<file path="src/rtl/iahbc_pkg.sv">
package iahbc_pkg;

    localparam logic [7:0] CH_DOT     = 8'h2E;
    localparam logic [7:0] CH_ZERO    = 8'h30;
    localparam logic [7:0] CH_NINE    = 8'h39;
    localparam logic [7:0] CH_UPPER_A = 8'h41;
    localparam logic [7:0] CH_UPPER_F = 8'h46;
    localparam logic [7:0] CH_UPPER_X = 8'h58;
    localparam logic [7:0] CH_LOWER_A = 8'h61;
    localparam logic [7:0] CH_LOWER_F = 8'h66;
    localparam logic [7:0] CH_LOWER_X = 8'h78;

    localparam logic [4:0] NO_DIGIT = 5'd16;
    localparam logic [32:0] SAT_LIMIT = 33'h1_0000_0000;

    localparam logic REG_STRICT_MODE = 1'b0;

    typedef enum logic [1:0] {
        RADIX_DEC  = 2'd0,
        RADIX_OCT  = 2'd1,
        RADIX_HEX  = 2'd2,
        RADIX_ZERO = 2'd3
    } t_radix;

    typedef struct packed {
        logic [32:0]      part_value;
        logic [2:0]       part_index;
        logic [1:0]       chars_in_part;
        t_radix           radix;
        logic [2:0][7:0]  saved_octets;
        logic             parse_failed;
    } t_parse_state;

    typedef struct packed {
        logic        is_numeric;
        logic        blocked;
        logic [31:0] address;
        logic [2:0]  parts_seen;
    } t_result;

    function automatic logic [4:0] digit_of(input logic [7:0] c);
        logic [4:0] d;
        if (c >= CH_ZERO && c <= CH_NINE) begin
            d = {1'b0, c[3:0]};
        end else if ((c >= CH_LOWER_A && c <= CH_LOWER_F) ||
                     (c >= CH_UPPER_A && c <= CH_UPPER_F)) begin
            d = {1'b0, c[3:0]} + 5'd9;
        end else begin
            d = NO_DIGIT;
        end
        return d;
    endfunction

endpackage

</file>
<file path="src/rtl/iahbc_step.sv">
module iahbc_step
    import iahbc_pkg::*;
(
    input  t_parse_state i_state,
    input  logic [7:0]   i_char,
    input  logic         i_last,
    input  logic         i_strict,
    output t_parse_state o_state,
    output t_result      o_result
);

    logic [4:0]   digit;
    logic [4:0]   base;
    logic         do_acc;
    logic [36:0]  prod;
    logic [36:0]  sum;
    t_parse_state mid;
    logic         fail_end;
    logic         too_big;
    logic         ok;
    logic [31:0]  addr;
    logic [7:0]   b0;
    logic [7:0]   b1;
    logic [7:0]   b2;
    logic         in_range;

    assign digit = digit_of(i_char);

    // one character or dot against the current part
    always_comb begin
        mid    = i_state;
        do_acc = 1'b0;
        base   = 5'd10;
        prod   = '0;
        sum    = '0;
        if (i_char == CH_DOT) begin
            if (i_state.chars_in_part == 2'd0) begin
                mid.parse_failed = 1'b1;
            end
            if (i_state.radix == RADIX_HEX && i_state.chars_in_part == 2'd2) begin
                mid.parse_failed = 1'b1;
            end
            if (i_state.part_index < 3'd3 && i_state.part_value <= 33'h0_0000_00FF) begin
                mid.saved_octets[i_state.part_index[1:0]] = i_state.part_value[7:0];
            end else begin
                mid.parse_failed = 1'b1;
            end
            if (i_state.part_index != 3'd7) begin
                mid.part_index = i_state.part_index + 3'd1;
            end
            mid.part_value    = '0;
            mid.chars_in_part = '0;
            mid.radix         = RADIX_DEC;
        end else begin
            if (i_state.chars_in_part == 2'd0) begin
                if (i_char == CH_ZERO) begin
                    mid.radix      = RADIX_ZERO;
                    mid.part_value = '0;
                end else begin
                    mid.radix = RADIX_DEC;
                    do_acc    = 1'b1;
                end
            end else begin
                case (i_state.radix)
                    RADIX_ZERO: begin
                        if (i_char == CH_LOWER_X || i_char == CH_UPPER_X) begin
                            mid.radix      = RADIX_HEX;
                            mid.part_value = '0;
                        end else begin
                            mid.radix = RADIX_OCT;
                            do_acc    = 1'b1;
                            base      = 5'd8;
                        end
                    end
                    RADIX_HEX: begin
                        do_acc = 1'b1;
                        base   = 5'd16;
                    end
                    RADIX_OCT: begin
                        do_acc = 1'b1;
                        base   = 5'd8;
                    end
                    default: begin
                        do_acc = 1'b1;
                    end
                endcase
            end
            case (base)
                5'd8:    prod = {1'b0, i_state.part_value, 3'b000};
                5'd16:   prod = {i_state.part_value, 4'b0000};
                default: prod = {1'b0, i_state.part_value, 3'b000}
                                + {3'b000, i_state.part_value, 1'b0};
            endcase
            sum = prod + {32'd0, digit};
            if (do_acc) begin
                if (digit >= base) begin
                    mid.parse_failed = 1'b1;
                end else if (sum > {4'd0, SAT_LIMIT}) begin
                    mid.part_value = SAT_LIMIT;
                end else begin
                    mid.part_value = sum[32:0];
                end
            end
            if (i_state.chars_in_part != 2'd3) begin
                mid.chars_in_part = i_state.chars_in_part + 2'd1;
            end
        end
    end

    // end of name: close the last part and assemble
    always_comb begin
        fail_end = mid.parse_failed || mid.chars_in_part == 2'd0 ||
                   (mid.radix == RADIX_HEX && mid.chars_in_part == 2'd2) ||
                   mid.part_index > 3'd3;
        case (mid.part_index[1:0])
            2'd0:    too_big = mid.part_value[32];
            2'd1:    too_big = mid.part_value[32:24] != '0;
            2'd2:    too_big = mid.part_value[32:16] != '0;
            default: too_big = mid.part_value[32:8] != '0;
        endcase
        ok = !fail_end && !too_big;
        case (mid.part_index[1:0])
            2'd0:    addr = mid.part_value[31:0];
            2'd1:    addr = {mid.saved_octets[0], mid.part_value[23:0]};
            2'd2:    addr = {mid.saved_octets[0], mid.saved_octets[1],
                             mid.part_value[15:0]};
            default: addr = {mid.saved_octets[0], mid.saved_octets[1],
                             mid.saved_octets[2], mid.part_value[7:0]};
        endcase
        if (!ok) begin
            addr = '0;
        end
    end

    assign b0 = addr[31:24];
    assign b1 = addr[23:16];
    assign b2 = addr[15:8];

    always_comb begin
        in_range = 1'b0;
        if (b0 == 8'd0 || b0 == 8'd10) in_range = 1'b1;
        if (b0 == 8'd100 && b1 >= 8'd64 && b1 <= 8'd127) in_range = 1'b1;
        if (i_strict && b0 == 8'd127) in_range = 1'b1;
        if (b0 == 8'd169 && b1 == 8'd254) in_range = 1'b1;
        if (b0 == 8'd172 && b1 >= 8'd16 && b1 <= 8'd31) in_range = 1'b1;
        if (b0 == 8'd192 && b1 == 8'd168) in_range = 1'b1;
        if (b0 == 8'd192 && b1 == 8'd0 && (b2 == 8'd0 || b2 == 8'd2)) in_range = 1'b1;
        if (b0 == 8'd198 && (b1 == 8'd18 || b1 == 8'd19)) in_range = 1'b1;
        if (b0 == 8'd198 && b1 == 8'd51 && b2 == 8'd100) in_range = 1'b1;
        if (b0 == 8'd203 && b1 == 8'd0 && b2 == 8'd113) in_range = 1'b1;
        if (b0 >= 8'd240) in_range = 1'b1;
    end

    always_comb begin
        o_result.is_numeric = ok;
        o_result.blocked    = ok && in_range;
        o_result.address    = addr;
        o_result.parts_seen = (mid.part_index == 3'd7) ? 3'd7 : mid.part_index + 3'd1;
        o_state             = i_last ? '0 : mid;
    end

endmodule

</file>
<file path="src/rtl/inet_aton_host_blocklist_check_top.sv">
// channel  direction  handshake                 payload
// in       to block   i_in_valid / o_in_stall   i_host_char, i_last_char
// out      from block o_out_valid / i_out_stall o_is_numeric, o_blocked, o_address,
//                                               o_parts_seen
// cfg      to block   apb psel/penable/pwrite   strict_mode at byte address 0
//
// one character per cycle unless stalled: input register, then the parse step
// loads the state registers and, on the last character, the result register
// the result register loads as the last character leaves the input register
// reset sets strict_mode to 1 and clears the parse state and both valids
// an out stall only holds back a last character while a result is still waiting
module inet_aton_host_blocklist_check_top
    import iahbc_pkg::*;
(
    input  logic        i_clk,
    input  logic        i_rst_n,
    input  logic        i_in_valid,
    output logic        o_in_stall,
    input  logic [7:0]  i_host_char,
    input  logic        i_last_char,
    output logic        o_out_valid,
    input  logic        i_out_stall,
    output logic        o_is_numeric,
    output logic        o_blocked,
    output logic [31:0] o_address,
    output logic [2:0]  o_parts_seen,
    input  logic        psel,
    input  logic        penable,
    input  logic        pwrite,
    input  logic [2:0]  paddr,
    input  logic [31:0] pwdata,
    output logic [31:0] prdata,
    output logic        pready
);

    logic         r_strict;
    logic         n_strict;
    logic         r_in_valid;
    logic         n_in_valid;
    logic [7:0]   r_in_char;
    logic         r_in_last;
    t_parse_state r_state;
    t_parse_state n_state;
    t_result      step_result;
    logic         r_out_valid;
    logic         n_out_valid;
    t_result      r_result;
    logic         proceed;
    logic         in_take;

    iahbc_step u_step (
        .i_state  (r_state),
        .i_char   (r_in_char),
        .i_last   (r_in_last),
        .i_strict (r_strict),
        .o_state  (n_state),
        .o_result (step_result)
    );

    assign pready = 1'b1;
    assign prdata = (paddr[2] == REG_STRICT_MODE) ? {31'd0, r_strict} : 32'd0;

    assign proceed    = r_in_valid && (!r_in_last || !r_out_valid || !i_out_stall);
    assign o_in_stall = r_in_valid && !proceed;
    assign in_take    = i_in_valid && !o_in_stall;

    always_comb begin
        n_strict = r_strict;
        if (psel && penable && pwrite && paddr[2] == REG_STRICT_MODE) begin
            n_strict = pwdata[0];
        end
        n_in_valid = r_in_valid;
        if (in_take) begin
            n_in_valid = 1'b1;
        end else if (proceed) begin
            n_in_valid = 1'b0;
        end
        n_out_valid = r_out_valid;
        if (proceed && r_in_last) begin
            n_out_valid = 1'b1;
        end else if (!i_out_stall) begin
            n_out_valid = 1'b0;
        end
    end

    always_ff @(posedge i_clk) begin
        if (!i_rst_n) begin
            r_strict    <= 1'b1;
            r_in_valid  <= 1'b0;
            r_out_valid <= 1'b0;
            r_state     <= '0;
        end else begin
            r_strict    <= n_strict;
            r_in_valid  <= n_in_valid;
            r_out_valid <= n_out_valid;
            if (proceed) begin
                r_state <= n_state;
            end
        end
    end

    // payload
    always_ff @(posedge i_clk) begin
        if (in_take) begin
            r_in_char <= i_host_char;
            r_in_last <= i_last_char;
        end
        if (proceed && r_in_last) begin
            r_result <= step_result;
        end
    end

    assign o_out_valid  = r_out_valid;
    assign o_is_numeric = r_result.is_numeric;
    assign o_blocked    = r_result.blocked;
    assign o_address    = r_result.address;
    assign o_parts_seen = r_result.parts_seen;

endmodule

</file>
<file path="config.mk">
export PLATFORM = sky130hd
export DESIGN_NAME = inet_aton_host_blocklist_check_top
export DESIGN_NICKNAME = d
export VERILOG_FILES = /design/src/rtl/iahbc_pkg.sv /design/src/rtl/iahbc_step.sv /design/src/rtl/inet_aton_host_blocklist_check_top.sv
export SDC_FILE = /design/constraint.sdc
export NUM_CORES = 1
export LEC_CHECK = 0
export BUFFER_PORTS_ARGS = -buffer_cell sky130_fd_sc_hd__clkbuf_2
export CORE_UTILIZATION = 45
export DETAILED_ROUTE_END_ITERATION = 12
export PLACE_DENSITY_LB_ADDON = 0.08
export SLEW_MARGIN = 20
export SYNTH_ARGS = -nofsm -noshare
export SYNTH_HDL_FRONTEND = slang
export SYNTH_SLANG_ARGS = --single-unit
</file>
<file path="constraint.sdc">
create_clock -name i_clk -period 10.1 [get_ports i_clk]
set_input_delay 2.525 -clock i_clk [delete_from_list [all_inputs] [get_ports i_clk]]
set_output_delay 2.525 -clock i_clk [all_outputs]
set_load 0.03 [all_outputs]
</file>
Word level (Yosys, flattened, before mapping)
Index checks and enable logic that the tools add are counted.
{"block": "op_classes", "add_sub_neg": 6, "n_reduce_logical": 57, "n_eq_ne": 34, "n_mux": 60, "bitwise_logic": 1, "order_cmp": 18}
{"op": "$mux W33", "count": 8}
{"op": "$pmux W32 S3", "count": 1}
{"op": "$pmux W37 S2", "count": 1}
{"op": "$mux W65", "count": 1}
{"op": "$eq A8 B8 Y1 const B", "count": 7}
{"op": "$eq A8 B7 Y1 const B", "count": 6}
{"op": "$mux W24", "count": 2}
{"op": "$add A36 B34 Y37", "count": 1}
{"op": "$add A37 B5 Y37", "count": 1}
{"op": "$gt A37 B33 Y1 const B", "count": 1}
{"op": "$mux W37", "count": 1}
{"op": "$le A33 B8 Y1 const B", "count": 1}
{"op": "$mux W32", "count": 1}
{"op": "$logic_and A1 B1 Y1", "count": 30}
{"op": "$mux W1", "count": 27}
{"op": "$reduce_bool A25 Y1", "count": 1}
{"op": "$bwmux W24", "count": 1}
{"op": "$eq A8 B6 Y1 const B", "count": 3}
{"op": "$ge A8 B7 Y1 const B", "count": 3}
{"op": "$le A8 B7 Y1 const B", "count": 3}
{"op": "$logic_not A8 Y1", "count": 3}
{"op": "$mux W5", "count": 4}
{"op": "$reduce_bool A17 Y1", "count": 1}
{"op": "$demux W8 S2", "count": 1}
{"op": "other kinds (36)", "count": 67}
{"block": "totals", "register_bits": 114, "out_inout_bits": 72, "wordCells": 194}

Longest topological paths before layout
Gate-level depths: netlist (run 1).
{"block": "depth", "ltp_word": 34, "mapped_depth": 34, "depth_no_buf": 26}

By module
Synthesis (run 1) repeated with hierarchy kept, for this count alone.
{"block": "unflattened", "hier_cells": 1552, "area_unflattened_um2": 11761.3}
{"mod": "iahbc_step", "area_each_um2": 7342.0, "cells_each": 1174, "instances": 1}
{"mod": "inet_aton_host_blocklist_check_top", "area_each_um2": 4419.2, "cells_each": 378, "instances": 1}

Worst setup path after synthesis (run 1)
No wires, ideal clock.
{"block": "synth_timing", "path_kind": "reg2reg", "start": "register r_in_char[0]", "end": "register r_result, in the netlist o_blocked (data pin)", "slack_ns": 2.671, "path_stages_with_launch": 33, "n_path_buf": 7, "setup_time_ns": 0.152, "t_arrival_ns": 7.277, "cell_sequence": "edfxtp_1 -> inv_1 -> ha_1 -> and3b_1 -> buf_4 -> a211oi_4 -> inv_2 -> buf_6 -> buf_6 -> clkbuf_1 -> clkbuf_1 -> buf_1 -> and2_1 -> ha_1 -> inv_1 -> fa_1 -> nand2b_1 -> a211oi_1 -> nand3_1 -> o32ai_1 -> nand3b_1 -> or3_1 -> or4_1 -> a22oi_2 -> o211ai_1 -> or4_1 -> o31a_1 -> buf_6 -> o31a_1 -> or4b_1 -> nor4_1 -> o21ai_1 -> a31oi_1"}
{"element": "from (decl)", "line_no": "inet_aton_host_blocklist_check_top.sv:40", "source": "logic [7:0] r_in_char;"}
{"element": "from (signal assigned)", "line_no": "inet_aton_host_blocklist_check_top.sv:105", "source": "r_in_char <= i_host_char;"}
{"element": "to (signal assigned)", "line_no": "inet_aton_host_blocklist_check_top.sv:109", "source": "r_result <= step_result;"}
{"element": "to (decl)", "line_no": "inet_aton_host_blocklist_check_top.sv:47", "source": "t_result r_result;"}

==> results of run 1 <==
==> power by group through the flow <==
stage | clock, mW | sequential, mW | combinational, mW
2_1_floorplan | 0 | 0.505 | 0.0590
3_3_place_gp | 0 | 0.500 | 0.0744
3_5_place_dp | 0 | 0.500 | 0.0745
4_1_cts | 0.661 | 0.490 | 0.0747
5_1_grt | 0.681 | 0.491 | 0.0807
6_report | 0.657 | 0.491 | 0.0751
==> cells by family (layout without fill, tap and decap cells) <==
kind of cell | Yosys count | count (layout) | synth area share (%)
simple gates | 554 | 554 | 26.4
compound gates | 451 | 451 | 28.5
buf+inv | 154 | 142 | 6.71
flops | 114 | 114 | 25.0
fa+ha+maj | 57 | 57 | 6.65
xor+xnor | 41 | 41 | 3.28
mux | 34 | 34 | 3.35
other cells | 2 | 32 | 0.0686
==> registers in the layout (all words and copies together), names as in the netlist <==
signal	flops
r_in_last	1
o_out_valid	1
o_address	32
r_strict	1
o_is_numeric	1
r_in_valid	1
r_state	65
r_in_char	8
o_parts_seen	3
o_blocked	1
==> per-layer routing <==
layer | up-vias | share of wire, %
li1 | 5210 | -
met1 | 5154 | 47
met2 | 451 | 43
met3 | 76 | 6.0
met4 | 0 | 3.3
met5 | - | 0
==> synthesized netlist by cell type (all sizes together), types with 11 or more instances <==
cell type | instances | area share [%]
nand2 | 138 | 4.8
nor2 | 106 | 3.7
a21oi | 87 | 4.0
o21ai | 78 | 3.6
nor2b | 77 | 4.4
clkbuf | 71 | 2.4
dfxtp | 68 | 12
a22oi | 59 | 4.1
ha | 55 | 6.3
edfxtp | 46 | 13
buf | 44 | 2.9
nand3 | 40 | 1.8
inv | 39 | 1.3
nor3 | 34 | 1.6
a31oi | 28 | 1.6
and2 | 27 | 1.5
a21o | 25 | 1.7
mux2i | 23 | 2.2
nor4 | 23 | 1.3
xnor2 | 23 | 1.8
a211oi | 19 | 1.5
nand4 | 18 | 1.0
xor2 | 18 | 1.4
nand2b | 16 | 0.91
o21a | 15 | 1.0
o31a | 15 | 1.2
o211ai | 13 | 0.89
and3 | 12 | 0.73
o31ai | 12 | 0.82
or2 | 12 | 0.69
mux2 | 11 | 1.1
==> how the worst min path moves through the flow <==
stage | slack, ps | depth (start not counted) | from | to
finish | 520 | 2 | r_strict$_SDFFE_PN1P_ | r_strict$_SDFFE_PN1P_
global route | 550 | 2 | r_state[14]$_SDFFE_PN0P_ | r_state[14]$_SDFFE_PN0P_
CTS | 530 | 2 | r_state[25]$_SDFFE_PN0P_ | r_state[25]$_SDFFE_PN0P_
detailed placement | 520 | 2 | r_strict$_SDFFE_PN1P_ | r_strict$_SDFFE_PN1P_
global placement | 510 | 2 | r_state[25]$_SDFFE_PN0P_ | r_state[25]$_SDFFE_PN0P_
floorplan | 460 | 2 | r_strict$_SDFFE_PN1P_ | r_strict$_SDFFE_PN1P_
==> layout make-up <==
cell class	instances	area, um2	area share, %
clock buffer	23	489	4.11
tap	319	399	3.35
timing repair buffer	71	390	3.28
clock inverter	9	153	1.28
inverter	39	146	1.23
sequential	114	2740	23.0
multi-input combinational	1169	7590	63.7
==> worst min-delay path, cell delays in order (launching register included) <==
cell and delay (ps):
sky130_fd_sc_hd__dfxtp_1 360, sky130_fd_sc_hd__mux2i_1 80, sky130_fd_sc_hd__nand2_1 50
==> stage by stage <==
step / power [mW] / hold WS (ps) / instance area (um2)
4_1_cts: 1.23 / 530 / 11900
6_report: 1.22 / 524 / 11900
3_5_place_dp: 0.574 / 516 / 11300
3_3_place_gp: 0.574 / 509 / 11300
5_1_grt: 1.25 / 553 / 11900
2_1_floorplan: 0.564 / 459 / 11100
==> placed cells by master (no fill, tap or decap), types with 32 or more instances in the layout <==
master	count
sky130_fd_sc_hd__nor2b_1	77
sky130_fd_sc_hd__conb_1	32
sky130_fd_sc_hd__a21oi_1	86
sky130_fd_sc_hd__edfxtp_1	46
sky130_fd_sc_hd__a22oi_1	58
sky130_fd_sc_hd__nor2_1	105
sky130_fd_sc_hd__o21ai_0	69
sky130_fd_sc_hd__nor3_1	32
sky130_fd_sc_hd__ha_1	55
sky130_fd_sc_hd__dfxtp_1	68
sky130_fd_sc_hd__inv_1	37
sky130_fd_sc_hd__nand3_1	40
sky130_fd_sc_hd__nand2_1	137
sky130_fd_sc_hd__clkbuf_2	56
==> results.yml, run 1 <==
sta:
  timing.final.crit_share_pct: 79.0
  drv_slew: 0
  hold_vio_cnt_final: 0
  rsz_0062_raised_after_global_routing: "false"
  worst_slew_pin_slew_ps: 1080
  slew_headroom_pct: 27.8
  finalClockSkew_ps: 15.7
  finalWorstSetupSlack_ps: 2120
  finalCriticalPeriod_ps: 7980
  setup_viol: 0
  fmax_mhz: 125
  setup_tns_ps: 0
worst_setup_path:
  worstReg2RegEnd: "o_address[27]$_DFFE_PP_"
  critPathCapture: "o_address[27]$_DFFE_PP_"
  critical_path.most_common_cell: "sky130_fd_sc_hd__buf_4"
  timing.reg2reg.worst_path_depth: 27
  path_buf_inv: 6
  crit_path_start: "r_in_char[0]$_DFFE_PP_"
  crit_arrival_ps: 8120
  end_kind: "register"
  r2r-start: "r_in_char[0]$_DFFE_PP_"
  crit_type: "reg2reg"
  critical_path.top_delay_family: "simple AND/OR/NAND/NOR gates"
  crit_slowest_cell: "sky130_fd_sc_hd__buf_4"
  critPathRequiredTime_ps: 10240
  worstPathMaxFanout: 60
  cp_slowest_stage_delay_ps: 510
  rrSetupSlack_ps: 2120
  cp_depth: 27
  start_kind: "register"
detailed_routing:
  drc: 0
  drt.antenna.violating_nets: 0
  detail_route.first_pass.iterations: 6
  viasPerCell: 6.24
  num_vias: 10900
  finalWirelength_um: 35800
  drt_iter0_drc: 970
  wl_per_cell_um: 20.5
place:
  port-buffer-count: 57
  post-dp-hpwl_um: 27300
  rd_place_congestion: 0.964
  post-place-cells: 1712
  preCtsSetupSlack_ps: 2190
power_and_ir_drop:
  p_sw_share_pct: 22.9
  vdd_ir_drop_max_mv: 0.112
  leakage_power_total_nw: 4.39
  power_switching_mw: 0.280
  sequentialPowerShare_pct: 40.1
  power_per_cell_area_mw_per_mm2: 103
  power_frac_comb_pct: 6.1
  cell_internal_pwr_mw: 0.942
  clkPwrFrac_pct: 53.7
layout:
  drive_above_1_share_pct: 10.0
  area_growth_syn_to_layout_pct: 8.78
  instances_no_fill: 1744
  fillerInstances: 2414
  final_nets: 1520
  antenna_cells_inserted: 0
  utilization_pct: 50.3
clocking:
  clkSinkCount: 114
  tritoncts.num_buffers: 17
  cts_tree: "yes"
  cts.htree.levels: 4
  number_of_buffers_on_the_longest_clock_path: 2
  cts_hold_buf: 0
  cts_resized: 0
  clock_tree.root_cell: "sky130_fd_sc_hd__clkbuf_16"
  worst_skew_pair_latency_ps: 420
  cts_post_setup_buffers_inserted: 0
  clkSlewWorstSetupHoldPaths_ps: 60
synthesis:
  yosys_warnings: 0
  seq_area_frac_synth_pct: 25.0
  synth_edf_count: 46
  ys_seq_elements: 114
  post_synth_num_cell_types: 90
  synthArstFlopShare_pct: 0
  synthFlopType: "sky130_fd_sc_hd__dfxtp_1"
  synth.avg_cell_area_um2: 7.78
  netlist_instances: 1407
  synthesis.area_mm2: 0.0110
floorplan:
  floorplan.die.height_um: 158
  placeableCoreArea_mm2: 0.0237
  std_cell_rows: 56
  dieArea_mm2: 0.0250
  design.portCount: 123
  die_w_um: 158
  initial_core_util_pct: 46.2
min_path:
  worst_hold_path_type: "reg2reg"
job:
  timing.max_cap.violations: 0
grt:
  grt_antenna_before_repair: 0
  gr-usage-met1_pct: 41.1
  gr-max-usage-layer: "met2"
  grtUsageMet3_pct: 3.31
  grt_max_degree: 69
  global_route_wire_length_before_repair_um: 56000
  grtUsageTotal_pct: 29.1
  gr-usage-met2_pct: 44.6
  grt_pass1_vias: 9921
  grt_overflow: 0
status:
  status: "finished clean"
Note: power is estimated with default switching activity, not from simulation.
==> run 2, diff against run 1 <==
--- a/config.mk
+++ b/config.mk
@@ -5,6 +5,7 @@
 export SDC_FILE = /design/constraint.sdc
 export NUM_CORES = 1
 export LEC_CHECK = 0
+export ABC_AREA = 1
 export BUFFER_PORTS_ARGS = -buffer_cell sky130_fd_sc_hd__clkbuf_2
 export CORE_UTILIZATION = 45
 export DETAILED_ROUTE_END_ITERATION = 12
==> constraint.sdc (replaced) <==
create_clock -name i_clk -period 7.14 [get_ports i_clk]
set_input_delay 1.785 -clock i_clk [delete_from_list [all_inputs] [get_ports i_clk]]
set_output_delay 1.785 -clock i_clk [all_outputs]
set_load 0.03 [all_outputs]
==> run 2 against run 1 <==
Combinational power rose to 2.5 times the previous value. Non-clock buffer count increased by 2. Synthesized cell count increased by 44%. Highest routed layer unchanged. Count of clock-buffer cells in the layout increased by 2. Flip-flop and latch count stayed put. Wire length rose by 1.5%. Fmax is 22% higher. Via count increased by 16%. Core utilization down 0.80 points. Global-route usage down 1.4 points. Sequential share of layout area down 1.8 points.
==> results.yml, run 2 <==
synthesis:
  seq_area_frac_synth_pct: 23.0
  ys_seq_elements: 114
  netlist_instances: 2025
  post-synth-top-area-cell: "sky130_fd_sc_hd__nand2_1"
  netlist_top_cells_count: "sky130_fd_sc_hd__nand2_1 (690), sky130_fd_sc_hd__inv_1 (305), sky130_fd_sc_hd__nor2_1 (191)"
  synth_largest_type_area_fraction_pct: 21.7
  synthArstFlopShare_pct: 0
  synth_edf_count: 46
  synthFlopType: "sky130_fd_sc_hd__dfxtp_1"
  yosys_warnings: 0
  synth.area.top_cells: "sky130_fd_sc_hd__nand2_1 (22%), sky130_fd_sc_hd__edfxtp_1 (12%), sky130_fd_sc_hd__dfxtp_1 (11%)"
  most_numerous_cell_in_the_yosys_netlist: "sky130_fd_sc_hd__nand2_1"
  synthesis.area_mm2: 0.0119
  synth.avg_cell_area_um2: 5.89
  post_synth_num_cell_types: 51
floorplan:
  placeableCoreArea_mm2: 0.0261
  initial_core_util_pct: 45.8
  die_w_um: 165
  floorplan.die.height_um: 165
  dieArea_mm2: 0.0272
  std_cell_rows: 59
  design.portCount: 123
place:
  post-dp-hpwl_um: 28700
  rd_place_congestion: 0.988
  post-place-cells: 2377
  preCtsSetupSlack_ps: 535
  port-buffer-count: 57
power_and_ir_drop:
  power_per_cell_area_mw_per_mm2: 130
  vdd_ir_drop_max_mv: 0.148
  leakage_power_total_nw: 6.07
grt:
  grt_pass1_vias: 11400
  grt_max_degree: 67
  grtUsageTotal_pct: 27.7
  grt_antenna_before_repair: 0
  grt_overflow: 0
  global_route_wire_length_before_repair_um: 58300
sta:
  setup_viol: 0
  rsz_0062_raised_after_global_routing: "false"
  finalWorstSetupSlack_ps: 625
  finalCriticalPeriod_ps: 6510
  setup_tns_ps: 0
  finalClockSkew_ps: 9.78
  slew_headroom_pct: 37.0
  worst_slew_pin_slew_ps: 943
  finalHoldWorstSlack_ps: 462
  fmax_mhz: 153
  hold_vio_cnt_final: 0
  drv_slew: 0
  timing.final.crit_share_pct: 91.2
worst_setup_path:
  critical_path.top_delay_family: "simple AND/OR/NAND/NOR gates"
  worstReg2RegEnd: "o_blocked$_DFFE_PP_"
  crit_type: "reg2reg"
  cp_depth: 35
  rrSetupSlack_ps: 630
  critPathCapture: "o_blocked$_DFFE_PP_"
  r2r-start: "r_in_char[0]$_DFFE_PP_"
  crit_slowest_cell: "sky130_fd_sc_hd__nor3_1"
  cp_slowest_stage_delay_ps: 500
  worstPathMaxFanout: 26
  timing.reg2reg.worst_path_depth: 35
  critPathRequiredTime_ps: 7300
  start_kind: "register"
  crit_arrival_ps: 6670
  end_kind: "register"
  crit_path_start: "r_in_char[0]$_DFFE_PP_"
  path_buf_inv: 5
  critical_path.most_common_cell: "sky130_fd_sc_hd__nor2_1"
clocking:
  cts.htree.levels: 4
  clock_tree.root_cell: "sky130_fd_sc_hd__clkbuf_16"
  cts_hold_buf: 0
  worst_skew_pair_latency_ps: 420
  cts_tree: "yes"
  number_of_buffers_on_the_longest_clock_path: 2
  clkSinkCount: 114
  tritoncts.num_buffers: 17
  clkSlewWorstSetupHoldPaths_ps: 50
layout:
  mostFrequentLayoutCells: "sky130_fd_sc_hd__nand2_1 (689), sky130_fd_sc_hd__inv_1 (304), sky130_fd_sc_hd__nor2_1 (190), sky130_fd_sc_hd__nand3_1 (177), sky130_fd_sc_hd__a21oi_1 (113)"
  mostFrequentLayoutCell: "sky130_fd_sc_hd__nand2_1"
  drive_above_1_share_pct: 9.45
  fillerInstances: 2803
  largest-register: "r_state"
  antenna_cells_inserted: 0
  utilization_pct: 49.5
  largest_register_ff_count: 65
  final_nets: 2170
  instances_no_fill: 2410
  area_growth_syn_to_layout_pct: 8.10
detailed_routing:
  drt.antenna.violating_nets: 0
  num_vias: 12600
  finalWirelength_um: 36400
  drt_iter0_drc: 1098
  wl_per_cell_um: 15.1
  viasPerCell: 5.24
  detail_route.first_pass.iterations: 6
  drc: 0
status:
  status: "finished clean"
min_path:
  worst_hold_path_type: "reg2reg"
job:
  timing.max_cap.violations: 0
==> run 2: cell types whose count changed after synthesis, moves of 22 or more <==
cell,previous run,this run
sky130_fd_sc_hd__nand2_1,137,690
sky130_fd_sc_hd__inv_1,37,305
sky130_fd_sc_hd__nand3_1,40,177
sky130_fd_sc_hd__nor2_1,105,191
sky130_fd_sc_hd__nor2b_1,77,0
sky130_fd_sc_hd__a22oi_1,58,13
sky130_fd_sc_hd__clkbuf_1,71,30
sky130_fd_sc_hd__a21oi_1,86,114
sky130_fd_sc_hd__a31oi_1,28,3
sky130_fd_sc_hd__and2_1,27,2
sky130_fd_sc_hd__a21o_1,25,2
sky130_fd_sc_hd__xnor2_1,23,0
sky130_fd_sc_hd__mux2i_1,22,0
==> run 2: cells by family (layout without fill, tap and decap cells) <==
kind of cell,after synthesis,count (layout),share of synthesized area [%]
XOR/XNOR,8,8,0.650
AO/OA/AOI/OAI,241,241,11.2
adder cells (fa/ha/maj),57,57,6.10
flip-flops,114,114,23.0
buffers and inverters,401,421,14.5
other,2,32,0.0629
AND/OR/NAND/NOR,1202,1202,44.5
==> run 2: where the power goes <==
part	leakage [nW]	total (mW)	internal [mW]	switching, mW
clock	0.275	0.793	0.501	0.292
sequential	1.04	0.693	0.685	0.00847
combinational	4.76	0.189	0.0466	0.142
total	6.07	1.67	1.23	0.442
==> run 2: worst min-delay path by stage <==
stage / start / to / slack, ps / cells past startpoint
finish: r_state[19]$_SDFFE_PN0P_ / r_state[19]$_SDFFE_PN0P_ / 460 / 2
global route: r_state[0]$_SDFFE_PN0P_ / r_state[0]$_SDFFE_PN0P_ / 480 / 2
CTS: r_state[21]$_SDFFE_PN0P_ / r_state[21]$_SDFFE_PN0P_ / 460 / 2
detailed placement: r_state[5]$_SDFFE_PN0P_ / r_state[5]$_SDFFE_PN0P_ / 460 / 2
global placement: r_state[12]$_SDFFE_PN0P_ / r_state[12]$_SDFFE_PN0P_ / 450 / 2
floorplan: r_state[0]$_SDFFE_PN0P_ / r_state[0]$_SDFFE_PN0P_ / 450 / 2
==> run 2: routing by layer <==
| layer | global-route usage (%) | vias up | wire length (um) |
|---|---|---|---|
| met5 | 0 | - | 0 |
| met4 | 8.42 | 0 | 879 |
| met3 | 4.57 | 56 | 2370 |
| met2 | 45.1 | 377 | 16400 |
| met1 | 37.3 | 5721 | 16700 |
| li1 | - | 6478 | - |
==> run 2: area by class of cell <==
class                      instances  area [um2]  share of cell area, %
clock inverter                     7        60.1                  0.465
inverter                         316        1190                   9.21
multi-input combinational       1540        7600                   58.9
timing repair buffer              73         405                   3.14
tap                              335         419                   3.25
sequential                       114        2740                   21.3
clock buffer                      25         485                   3.76
==> run 2: metrics by stage <==
step / instance area (um2) / power, mW
2_1_floorplan: 12000 / 0.859
3_3_place_gp: 12300 / 0.891
3_5_place_dp: 12300 / 0.892
4_1_cts: 12900 / 1.69
5_1_grt: 12900 / 1.73
6_report: 12900 / 1.67
==> run 2: timing repair <==
| item | 4_1_cts | 5_1_grt |
|---|---|---|
| buffers inserted | 0 | 1 |
| hold endpoints to repair | 0 | 0 |
| resized for setup | 0 | 1 |
| endpoints found under the setup margin | 0 | 1 |
==> run 2: tightest hold or removal path: cells and delay by family, from the launching register on <==
| family | cells | cell delay [ps] |
|---|---|---|
| simple gates | 1 | 60 |
| compound gates | 1 | 50 |
| flops | 1 | 300 |
==> run 3, diff against run 2 <==
--- a/config.mk
+++ b/config.mk
@@ -9,8 +9,10 @@
 export BUFFER_PORTS_ARGS = -buffer_cell sky130_fd_sc_hd__clkbuf_2
 export CORE_UTILIZATION = 45
 export DETAILED_ROUTE_END_ITERATION = 12
+export GPL_TIMING_DRIVEN = 0
 export PLACE_DENSITY_LB_ADDON = 0.08
 export SLEW_MARGIN = 20
 export SYNTH_ARGS = -nofsm -noshare
 export SYNTH_HDL_FRONTEND = slang
+export SYNTH_HIERARCHICAL = 1
 export SYNTH_SLANG_ARGS = --single-unit
==> run 3 against run 2 <==
Worst setup slack improved by 72 ps. Clock power is 7.8% higher. Final cell count up 12%. Global-route usage grew 3.1 points. Total power increased by 42%. Fmax up 1.1%. Hold slack improved by 25 ps. Design area rose by 9.3%. Area after synthesis increased by 6.1%. Combinational power increased to 4.1 times the previous value. Via count up 11%. Sequential power increased by 8.1%. Critical path type unchanged. Critical endpoint unchanged.
==> results.yml, run 3 <==
detailed_routing:
  drt.antenna.violating_nets: 0
  finalWirelength_um: 43500
  wl_per_cell_um: 16.1
  drt_iter0_drc: 1313
  drc: 0
  viasPerCell: 5.17
  detail_route.first_pass.iterations: 8
  num_vias: 14000
power_and_ir_drop:
  power_frac_comb_pct: 32.6
  power_switching_mw: 0.928
  p_sw_share_pct: 39.0
  power.total_mw: 2.38
  cell_internal_pwr_mw: 1.45
  power_per_cell_area_mw_per_mm2: 169
  clkPwrFrac_pct: 35.9
  sequentialPowerShare_pct: 31.4
  leakage_power_total_nw: 6.93
  vdd_ir_drop_max_mv: 0.118
grt:
  gr-max-usage-layer: "met2"
  gr-usage-met2_pct: 46.2
  gr-usage-met1_pct: 46.1
  grt_overflow: 0
  grtUsageTotal_pct: 30.8
  grt_antenna_before_repair: 0
  grt_max_degree: 38
  grt_pass1_vias: 12400
  grtUsageMet3_pct: 3.17
  global_route_wire_length_before_repair_um: 68200
synthesis:
  post-synth-top-area-cell: "sky130_fd_sc_hd__nand2_1"
  synth.avg_cell_area_um2: 5.74
  synth_edf_count: 46
  yosys_warnings: 6
  netlist_instances: 2204
  most_numerous_cell_in_the_yosys_netlist: "sky130_fd_sc_hd__nand2_1"
  seq_area_frac_synth_pct: 21.7
  synthesis.area_mm2: 0.0127
  synthArstFlopShare_pct: 0
  ys_seq_elements: 114
  netlist_top_cells_count: "sky130_fd_sc_hd__nand2_1 (576), sky130_fd_sc_hd__inv_1 (349), sky130_fd_sc_hd__nor2_1 (337)"
  synthFlopType: "sky130_fd_sc_hd__dfxtp_1"
  synth.area.top_cells: "sky130_fd_sc_hd__nand2_1 (17%), sky130_fd_sc_hd__edfxtp_1 (11%), sky130_fd_sc_hd__dfxtp_1 (11%)"
  post_synth_num_cell_types: 55
  synth_largest_type_area_fraction_pct: 17.1
worst_setup_path:
  crit_arrival_ps: 6620
  critPathRequiredTime_ps: 7320
  crit_slowest_cell: "sky130_fd_sc_hd__edfxtp_1"
  end_kind: "register"
  cp_slowest_stage_delay_ps: 440
  crit_type: "reg2reg"
  worstPathMaxFanout: 10
  critical_path.most_common_cell: "sky130_fd_sc_hd__nand2_1"
  start_kind: "register"
layout:
  area_growth_syn_to_layout_pct: 11.4
  mostFrequentLayoutCells: "sky130_fd_sc_hd__nand2_1 (576), sky130_fd_sc_hd__inv_1 (348), sky130_fd_sc_hd__nor2_1 (337), sky130_fd_sc_hd__nand3_1 (229), sky130_fd_sc_hd__a21oi_1 (106)"
  mostFrequentLayoutCell: "sky130_fd_sc_hd__nand2_1"
  drive_above_1_share_pct: 11.5
  fillerInstances: 3084
  final_nets: 2414
  antenna_cells_inserted: 0
  largest-register: "r_state"
  final_cell_area_mm2: 0.0141
  largest_register_ff_count: 65
sta:
  timing.final.crit_share_pct: 90.2
  setup_tns_ps: 0
  rsz_0062_raised_after_global_routing: "false"
  slew_headroom_pct: 40.4
  fmax_mhz: 155
  finalHoldWorstSlack_ps: 486
  worst_slew_pin_slew_ps: 887
  finalCriticalPeriod_ps: 6440
  setup_viol: 0
  drv_slew: 0
  hold_vio_cnt_final: 0
  finalClockSkew_ps: 15.6
clocking:
  cts_post_setup_buffers_inserted: 0
  cts_resized: 0
  clkSinkCount: 114
  cts.htree.levels: 4
  clkSlewWorstSetupHoldPaths_ps: 70
  cts_hold_buf: 0
  tritoncts.num_buffers: 17
  cts_tree: "yes"
  worst_skew_pair_latency_ps: 430
  clock_tree.root_cell: "sky130_fd_sc_hd__clkbuf_16"
  number_of_buffers_on_the_longest_clock_path: 2
floorplan:
  initial_core_util_pct: 45.7
  std_cell_rows: 61
  design.portCount: 123
  floorplan.die.height_um: 170
  placeableCoreArea_mm2: 0.0277
  die_w_um: 170
  dieArea_mm2: 0.0288
place:
  rd_place_congestion: 0.982
  post-dp-hpwl_um: 35400
  postPlaceCellArea_mm2: 0.0135
  port-buffer-count: 56
min_path:
  worst_hold_path_type: "reg2reg"
status:
  status: "finished clean"
job:
  timing.max_cap.violations: 0
-- run 3: cell count changes after synthesis, moves of 13 or more --
cell	change
sky130_fd_sc_hd__nand3_1	+52
sky130_fd_sc_hd__nand2_1	-114
sky130_fd_sc_hd__a22oi_1	-13
sky130_fd_sc_hd__inv_1	+44
sky130_fd_sc_hd__inv_2	+23
sky130_fd_sc_hd__nor2_1	+146
sky130_fd_sc_hd__buf_2	+28
sky130_fd_sc_hd__nand4_1	+24
-- run 3: critical path, delay by kind of cell, from the launching register on --
family                   cells  cell delay [ps]
AND/OR/NAND/NOR             23             3020
flip-flops                   1              440
adder cells (fa/ha/maj)      2              450
AO/OA/AOI/OAI                5              880
buffers and inverters        7             1360
-- run 3: power by group through the flow --
stage / Clock, mW / Combinational (mW) / Sequential [mW]
floorplan: 0 / 0.574 / 0.752
finish: 0.855 / 0.777 / 0.749
global route: 0.890 / 0.866 / 0.753
global placement: 0 / 0.758 / 0.763
CTS: 0.864 / 0.766 / 0.749
detailed placement: 0 / 0.762 / 0.763
-- run 3: worst paths after layout --
check	end	cells after the start	slack, ps	startpoint
max	o_blocked$_DFFE_PP_	37	700	r_in_char[0]$_DFFE_PP_
min	r_state[5]$_SDFFE_PN0P_	2	490	r_state[5]$_SDFFE_PN0P_
max reg2reg	o_blocked$_DFFE_PP_	37	700	r_in_char[0]$_DFFE_PP_
min reg2reg	r_state[5]$_SDFFE_PN0P_	2	490	r_state[5]$_SDFFE_PN0P_
-- run 3: cells by family (layout without fill, tap and decap cells) --
| logic type | Yosys count | in the layout | share of synthesized area (%) |
|---|---|---|---|
| other | 2 | 32 | 0.0593 |
| XOR/XNOR | 12 | 12 | 0.830 |
| AO/OA/AOI/OAI | 239 | 239 | 10.9 |
| buffers and inverters | 499 | 587 | 17.0 |
| flip-flops | 114 | 114 | 21.7 |
| adder cells (fa/ha/maj) | 54 | 54 | 5.40 |
| AND/OR/NAND/NOR | 1284 | 1284 | 44.2 |
-- run 3: layer usage --
metal / part of all wire (%) / wire length (um)
met5: 0 / 0
met4: 1.8 / 788
met3: 7.2 / 3130
met2: 42 / 18100
met1: 49 / 21500
-- run 3: per-stage QoR --
step	worst slack, ps	utilization (%)	instances
2_1_floorplan	2120	-	2234
3_3_place_gp	730	48.8	2668
3_5_place_dp	771	48.8	2668
4_1_cts	748	50.9	2700
5_1_grt	81.0	50.9	2700
6_report	697	50.9	2700
-- run 3: layout make-up --
class	count	area, um2	share of cell area [%]
Inverter	387	1450	10.3
Clock buffer	19	454	3.22
Multi-Input combinational cell	1621	7880	55.8
Timing Repair Buffer	56	280	1.99
Sequential cell	114	2740	19.4
Tap cell	378	473	3.35
Buffer	112	703	4.98
Clock inverter	13	125	0.887
